$ cat config.mk
export PLATFORM = sky130hd
export DESIGN_NAME = sle_ctrl
export DESIGN_NICKNAME = d
export VERILOG_FILES = /design/src/rtl/sle_pkg.sv /design/src/rtl/sle_ctrl.sv
export SDC_FILE = /design/constraint.sdc
export NUM_CORES = 1
export LEC_CHECK = 0
export BUFFER_PORTS_ARGS = -buffer_cell sky130_fd_sc_hd__buf_2
export CAP_MARGIN = 10
export CORE_AREA = 2 2 44 46
export DETAILED_ROUTE_END_ITERATION = 8
export DIE_AREA = 0 0 46 48
export PLACE_DENSITY = 0.71
export RECOVER_POWER = 100
export SLEW_MARGIN = 20
export SYNTH_ARGS = -nofsm -noshare
export SYNTH_HDL_FRONTEND = slang
export SYNTH_SLANG_ARGS = --single-unit
$ cat constraint.sdc
create_clock -name clk -period 1.2 [get_ports clk]
set_input_delay 0.24 -clock clk [delete_from_list [all_inputs] [get_ports clk]]
set_output_delay 0.24 -clock clk [all_outputs]
set_load 0.01 [all_outputs]
$ cat src/rtl/sle_pkg.sv
// ----------------------------------------------------------------------------
// sle_pkg
// Shared types and codes for the sequential list engine: request and result
// items, action and status codes, and the controller-to-datapath link.
// ----------------------------------------------------------------------------
package sle_pkg;

  localparam int DEPTH_DEF = 1024;
  localparam int DATA_W    = 32;
  localparam int ACT_W     = 3;
  localparam int POS_W     = 11;
  localparam int ST_W      = 2;

  // action codes
  localparam logic [ACT_W-1:0] ACT_CLEAR  = 3'd0;
  localparam logic [ACT_W-1:0] ACT_GET    = 3'd1;
  localparam logic [ACT_W-1:0] ACT_LOCATE = 3'd2;
  localparam logic [ACT_W-1:0] ACT_PRIOR  = 3'd3;
  localparam logic [ACT_W-1:0] ACT_NEXT   = 3'd4;
  localparam logic [ACT_W-1:0] ACT_INSERT = 3'd5;
  localparam logic [ACT_W-1:0] ACT_DELETE = 3'd6;

  // result status codes
  localparam logic [ST_W-1:0] ST_OK   = 2'd0;
  localparam logic [ST_W-1:0] ST_BAD  = 2'd1;
  localparam logic [ST_W-1:0] ST_FULL = 2'd2;

  // read sweep modes
  localparam logic [1:0] RD_SCAN = 2'd0;  // 0 .. fill-1, ascending
  localparam logic [1:0] RD_GET  = 2'd1;  // pos-1 only
  localparam logic [1:0] RD_DEL  = 2'd2;  // pos-1 .. fill-1, ascending
  localparam logic [1:0] RD_INS  = 2'd3;  // fill-1 .. pos-1, descending

  // memory write sources
  localparam logic [1:0] WR_NONE = 2'd0;
  localparam logic [1:0] WR_UP   = 2'd1;  // read word to tag+1
  localparam logic [1:0] WR_DOWN = 2'd2;  // read word to tag-1
  localparam logic [1:0] WR_VAL  = 2'd3;  // request value to pos-1

  // fill counter ops
  localparam logic [1:0] FILL_KEEP = 2'd0;
  localparam logic [1:0] FILL_CLR  = 2'd1;
  localparam logic [1:0] FILL_INC  = 2'd2;
  localparam logic [1:0] FILL_DEC  = 2'd3;

  // result register updates
  localparam logic [2:0] RES_NONE  = 3'd0;
  localparam logic [2:0] RES_OK    = 3'd1;
  localparam logic [2:0] RES_BAD   = 3'd2;
  localparam logic [2:0] RES_FULL  = 3'd3;
  localparam logic [2:0] RES_RDATA = 3'd4;
  localparam logic [2:0] RES_PREV  = 3'd5;
  localparam logic [2:0] RES_LOC   = 3'd6;

  typedef struct packed {
    logic [ACT_W-1:0]         action;
    logic [POS_W-1:0]         position;
    logic signed [DATA_W-1:0] value;
  } req_t;

  typedef struct packed {
    logic [ST_W-1:0]          status;
    logic signed [DATA_W-1:0] data_out;
    logic [POS_W-1:0]         found_position;
    logic [POS_W-1:0]         count;
    logic                     is_empty;
  } rsp_t;

  typedef struct packed {
    logic       load;
    logic       rd_init;
    logic [1:0] rd_mode;
    logic       rd_stop;
    logic [1:0] wr_op;
    logic [1:0] fill_op;
    logic [2:0] res_op;
    logic       out_load;
  } cmd_t;

  typedef struct packed {
    logic [ACT_W-1:0] act;
    logic             pos_ok;
    logic             ins_ok;
    logic             ins_tail;
    logic             full;
    logic             empty;
    logic             dvld;
    logic             dfirst;
    logic             dlast;
    logic             hit_cur;
    logic             hit_prev;
    logic             prev_vld;
  } stat_t;

endpackage

$ cat src/rtl/sle_ctrl.sv
// ----------------------------------------------------------------------------
// sle_ctrl
// Controller: sequences one request through dispatch, read sweep, shift
// writes and result hand-off.
// ----------------------------------------------------------------------------
module sle_ctrl import sle_pkg::*; (
  input  logic  clk,
  input  logic  rst,
  input  logic  req_valid,
  output logic  req_ready,
  output logic  rsp_valid,
  input  logic  rsp_ready,
  input  stat_t st,
  output cmd_t  cmd
);

  localparam logic [2:0] S_IDLE      = 3'd0;
  localparam logic [2:0] S_DISPATCH  = 3'd1;
  localparam logic [2:0] S_GET       = 3'd2;
  localparam logic [2:0] S_SCAN      = 3'd3;
  localparam logic [2:0] S_INS_SHIFT = 3'd4;
  localparam logic [2:0] S_INS_WRITE = 3'd5;
  localparam logic [2:0] S_DEL       = 3'd6;
  localparam logic [2:0] S_RESP      = 3'd7;

  logic [2:0] state;
  logic [2:0] state_next;
  logic       hit;

  assign req_ready = (state == S_IDLE);

  always_comb begin
    hit = ((st.act == ACT_LOCATE) && st.hit_cur) ||
          ((st.act == ACT_PRIOR) && st.hit_cur && st.prev_vld) ||
          ((st.act == ACT_NEXT) && st.hit_prev);
  end

  always_comb begin
    cmd        = '0;
    state_next = state;
    case (state)
      S_IDLE: begin
        if (req_valid) begin
          cmd.load   = 1'b1;
          state_next = S_DISPATCH;
        end
      end
      S_DISPATCH: begin
        state_next = S_RESP;
        case (st.act)
          ACT_CLEAR: begin
            cmd.fill_op = FILL_CLR;
            cmd.res_op  = RES_OK;
          end
          ACT_GET: begin
            if (st.pos_ok) begin
              cmd.rd_init = 1'b1;
              cmd.rd_mode = RD_GET;
              state_next  = S_GET;
            end else begin
              cmd.res_op = RES_BAD;
            end
          end
          ACT_LOCATE, ACT_PRIOR, ACT_NEXT: begin
            if (st.empty) begin
              cmd.res_op = RES_BAD;
            end else begin
              cmd.rd_init = 1'b1;
              cmd.rd_mode = RD_SCAN;
              state_next  = S_SCAN;
            end
          end
          ACT_INSERT: begin
            if (!st.ins_ok) begin
              cmd.res_op = RES_BAD;
            end else if (st.full) begin
              cmd.res_op = RES_FULL;
            end else if (st.ins_tail) begin
              state_next = S_INS_WRITE;
            end else begin
              cmd.rd_init = 1'b1;
              cmd.rd_mode = RD_INS;
              state_next  = S_INS_SHIFT;
            end
          end
          ACT_DELETE: begin
            if (st.pos_ok) begin
              cmd.rd_init = 1'b1;
              cmd.rd_mode = RD_DEL;
              state_next  = S_DEL;
            end else begin
              cmd.res_op = RES_BAD;
            end
          end
          default: begin
            cmd.res_op = RES_BAD;
          end
        endcase
      end
      S_GET: begin
        if (st.dvld) begin
          cmd.res_op = RES_RDATA;
          state_next = S_RESP;
        end
      end
      S_SCAN: begin
        if (st.dvld) begin
          if (hit) begin
            cmd.rd_stop = 1'b1;
            state_next  = S_RESP;
            if (st.act == ACT_LOCATE) begin
              cmd.res_op = RES_LOC;
            end else if (st.act == ACT_PRIOR) begin
              cmd.res_op = RES_PREV;
            end else begin
              cmd.res_op = RES_RDATA;
            end
          end else if (st.dlast) begin
            cmd.res_op = RES_BAD;
            state_next = S_RESP;
          end
        end
      end
      S_INS_SHIFT: begin
        if (st.dvld) begin
          cmd.wr_op = WR_UP;
          if (st.dlast) begin
            state_next = S_INS_WRITE;
          end
        end
      end
      S_INS_WRITE: begin
        cmd.wr_op   = WR_VAL;
        cmd.fill_op = FILL_INC;
        cmd.res_op  = RES_OK;
        state_next  = S_RESP;
      end
      S_DEL: begin
        if (st.dvld) begin
          if (st.dfirst) begin
            cmd.res_op = RES_RDATA;
          end else begin
            cmd.wr_op = WR_DOWN;
          end
          if (st.dlast) begin
            cmd.fill_op = FILL_DEC;
            state_next  = S_RESP;
          end
        end
      end
      S_RESP: begin
        if (!rsp_valid || rsp_ready) begin
          cmd.out_load = 1'b1;
          state_next   = S_IDLE;
        end
      end
      default: begin
        state_next = S_IDLE;
      end
    endcase
  end

  always_ff @(posedge clk) begin
    if (rst) begin
      state     <= S_IDLE;
      rsp_valid <= 1'b0;
    end else begin
      state <= state_next;
      if (cmd.out_load) begin
        rsp_valid <= 1'b1;
      end else if (rsp_ready) begin
        rsp_valid <= 1'b0;
      end
    end
  end

endmodule

# Word-level counts from Yosys, hierarchy flattened

Cells that the tools add are included.
W data, S select, Z words.

Equal/unequal tests: 20
Mux-type cells: 54
Reduce and logical (&&, ||, !) cells: 14

Operators by type and width:

| operator             | number |
|---|---|
| $mux W3              | 22 |
| $pmux W3 S4          | 2 |
| $pmux W3 S8          | 1 |
| $eq A3 B3 Y1 const B | 7 |
| $mux W2              | 10 |
| $pmux W3 S5          | 1 |
| $mux W1              | 14 |
| $ne A2 B2 Y1 const B | 7 |
| $eq A3 B2 Y1 const B | 4 |
| $pmux W2 S3          | 2 |
| $pmux W2 S4          | 1 |
| $mux W7              | 1 |
| $reduce_and A7 Y1    | 1 |
| $eq A3 B1 Y1 const B | 2 |
| $logic_not A3 Y1     | 2 |
| $logic_and A1 B1 Y1  | 4 |
| $logic_or A1 B1 Y1   | 3 |
| $reduce_or A3 Y1     | 1 |
| $reduce_bool A2 Y1   | 1 |
| $reduce_or A2 Y1     | 1 |
| $logic_not A1 Y1     | 1 |

Register bits after elaboration: 4
Input bits: 18
Output and inout bits: 15
Logic and storage cells: 90

# Longest topological paths before layout

Depth after elaboration: 8
Depth in mapped cells: 5
Depth with buffers taken out: 4

# Least setup slack after synthesis

No wires, ideal clock.

Kind: register to output
Start point: reg state[1]
End point: out cmd[4] in the netlist's numbering
Arrival time: 1.123 ns
Required time: 0.960 ns
Slack: -0.163 ns
Stages on the path, launching flop included: 5
Path buffers: 2
Path through: dfxtp_1 > buf_2 > buf_2 > nand2b_1 > o31ai_1

RTL lines:

| item                   | line            | RTL |
|---|---|---|
| from (decl)            | sle_ctrl.sv:26  | `logic [2:0] state;` |
| from (signal assigned) | sle_ctrl.sv:168 | `state <= state_next;` |
| to (decl)              | sle_ctrl.sv:14  | `output cmd_t cmd` |

==> results.toml <==
[final_layout]
nNetsFinal = 194
drive_gt1_frac = 0.615
diodes = 0
design_area_mm2 = 0.00138
area_growth_pct = 111

[global_route]
grt_pass1_vias = 994
grt_overflow = 0
gr-usage-all-layers = 0.276
grt_max_degree = 10
grt_pass1_wl_um = 4350
grt_antenna_before_repair = 0

[route]
num_vias = 1140
wire_per_inst_um = 16.6
vias_per_cell = 5.97
drtIter0Drc = 48
ant_nets = 0
firstDrtPassIters = 6
routed_wl_um = 3180
remaining_drc_errors = 0

[timing]
fin_hold_ws_ps = 191
period_needed_ps = 1580
fin_ws_ps = -379
worst_slew_pin_slew_ps = 322
clock_skew_ps = 5.96
rsz0062_at_grt = "true"
fin_setup_tns_ps = -4370
hold_violations = 0
drv_slew = 0
fin_crit_sh = 1.32
slew-limit-headroom = 0.784
setup_viol_count_final = 17
max_freq_mhz = 633

[worst_setup_path]
slowest_stage = "mux2i_1"
path_class = "in2out"
cp.buffers_inverters = 2
regToRegEndpoint = "state[0]"
cp_cell_sequence = "buf_4 > and4bb_1 > a41o_1 > mux2i_1 > o22ai_1 > buf_2"
worst_ep_arrival_time_ps = 1340
r2r_setup_slack_ps = -230
max_stage_delay_ps = 260
cp.required_ps = 960
cp_max_fo = 8
r2r_start = "state[0]"
ff2ff_path_depth = 7
endpoint_kind = "output port"
startpoint_type = "input pin"
crit_family = "compound AO/OA/AOI/OAI gates"

[clock_tree]
cts_tree = "built"
cts_buffers = 3
clkLatencyLatePin_ps = 250
cts_max_level = 1
cts-root-buf = "clkbuf_4"
clkSinkCount = 4
cts_max_path_buffers = 2
clk_pin_slew_ps = 40

[yosys]
synth-warning-count = 0
syn_area_per_cell_um2 = 6.32
ys_seq_elements = 4
synth_common_cells = "nor2_1 (11), a21oi_1 (10), nand2_1 (7)"
synth_async_sr_flop_share = 0
synth_mux_area_frac = 0.0154
ys_types = 37
synth-xor-area-share = 0
synth_fa_ha_area_frac = 0
yosysTopAreaCell = "dfxtp_1"
synth_top_family_by_area = "simple AND/OR/NAND/NOR gates"
netlist_top_cells_area = "dfxtp_1 (12%), a21oi_1 (7.7%), nor2_1 (6.3%), nor2b_1 (5.8%), buf_2 (4.6%)"
synth_edf_count = 0
syn_inst = 103
ys_seq_area_frac = 0.123
synth.most_common_cell = "nor2_1"
synthSimpleGateAreaFrac = 0.415
synth_top_area_frac = 0.123
netlist_area_um2 = 651
syn_nets = 121
synth_compound_area_frac = 0.354
ys.flop_type = "dfxtp_1"

[pwr]
p_total_mw = 1.53
p_switching_mw = 0.642
p_comb_frac = 0.743
power_report.internal_total_mw = 0.888
swShare = 0.420
p_clk_frac = 0.121
irDropWorstVdd_mv = 0.509
seq_power_share = 0.136
total_leakage_power_nw = 0.672
powerDensity_mw_per_mm2 = 1110

[floorplanning]
rows = 15
initial_core_util = 0.385
fp.dieH_um = 48
fp.dieW_um = 46
core-area_mm2 = 0.00169
die-area_mm2 = 0.00221
ios = 33

[place]
hpwl_um = 1920
preCtsSetupSlack_ps = -307
numPortBuffers = 32
gp_routability_congestion = 0.843
dpl-instance-area_mm2 = 0.00106

[flow_run]
max_cap_viol_count = 0

[run_status]
violations = "setup timing"
status = "complete, but fails checks"

[worst_hold_path]
holdCritStartpoint = "rst"
min_path_cells = 2
holdPathEnd = "state[2]"
hp-class = "in2reg"
## worst max path at each step
| stage | cells past startpoint | start | to | slack [ps] |
|---|---|---|---|---|
| floorplan | 4 | st[12] | cmd[1] | -60 |
| global placement | 6 | st[11] | cmd[1] | -280 |
| detailed placement | 6 | st[11] | cmd[1] | -310 |
| CTS | 5 | state[0] | cmd[4] | -360 |
| global route | 6 | st[11] | cmd[2] | -470 |
| finish | 6 | st[11] | cmd[2] | -380 |
## cell type report
cell class              instances  area [um^2]
multi-input cells              85          673
repair buffers                 76          539
fillers                       105          314
flip-flops and latches          4         91.3
inverters                       6         27.5
clock buffers                   3         22.5
well taps                      17         21.3
## cells in the final DEF, fill, tap and decap left out, types with 4 or more instances in the layout
| cell | instances |
|---|---|
| nor2_1 | 9 |
| buf_4 | 34 |
| buf_2 | 29 |
| buf_6 | 12 |
| a21oi_1 | 9 |
| inv_1 | 5 |
| nor2b_4 | 4 |
| nand2_1 | 6 |
## power groups by stage
stage               Combinational, mW  Clock, mW  Sequential, mW
global route                     1.19      0.203           0.208
global placement                0.725          0           0.191
detailed placement              0.739          0           0.190
CTS                             0.982      0.182           0.201
floorplan                       0.468          0           0.176
finish                           1.14      0.185           0.209
## metal layers
| layer | vias to the layer above | track usage | routed length [um] |
|---|---|---|---|
| met3 | 21 | 0.0415 | 255 |
| met2 | 84 | 0.533 | 1620 |
| met4 | 0 | 0.120 | 141 |
| li1 | 523 | - | - |
| met5 | - | 0 | 0 |
| met1 | 512 | 0.292 | 1160 |
## registers in the layout (all words and copies together) (netlist names)
signal     cells
state          3
rsp_valid      1
## through the flow
step / utilization / cells
2_1_floorplan: - / 103
3_3_place_gp: 0.627 / 170
3_5_place_dp: 0.627 / 170
4_1_cts: 0.756 / 187
5_1_grt: 0.814 / 191
6_report: 0.814 / 191
## worst register-to-register path: stages, from the launching register on
cell	delay, ps
dfxtp_4	350
buf_4	140
nor2b_4	140
buf_4	130
buf_6	100
a211o_1	250
o21ai_1	90
a221oi_1	100
## logic make-up (layout without fill, tap and decap cells)
family,after synthesis,count (layout)
buffers and inverters,14,85
AO/OA/AOI/OAI,35,35
multiplexers,1,1
flip-flops,4,4
AND/OR/NAND/NOR,49,49
## repair_timing
item | in CTS | in global routing
gates cloned | 1 | 0
endpoints found under the setup margin | 17 | 17
buffers inserted | 13 | 5
pin swaps | 9 | 8
hold buffers | 0 | 0
resized for setup | 26 | 15
Power figures use the tool's default switching activity.
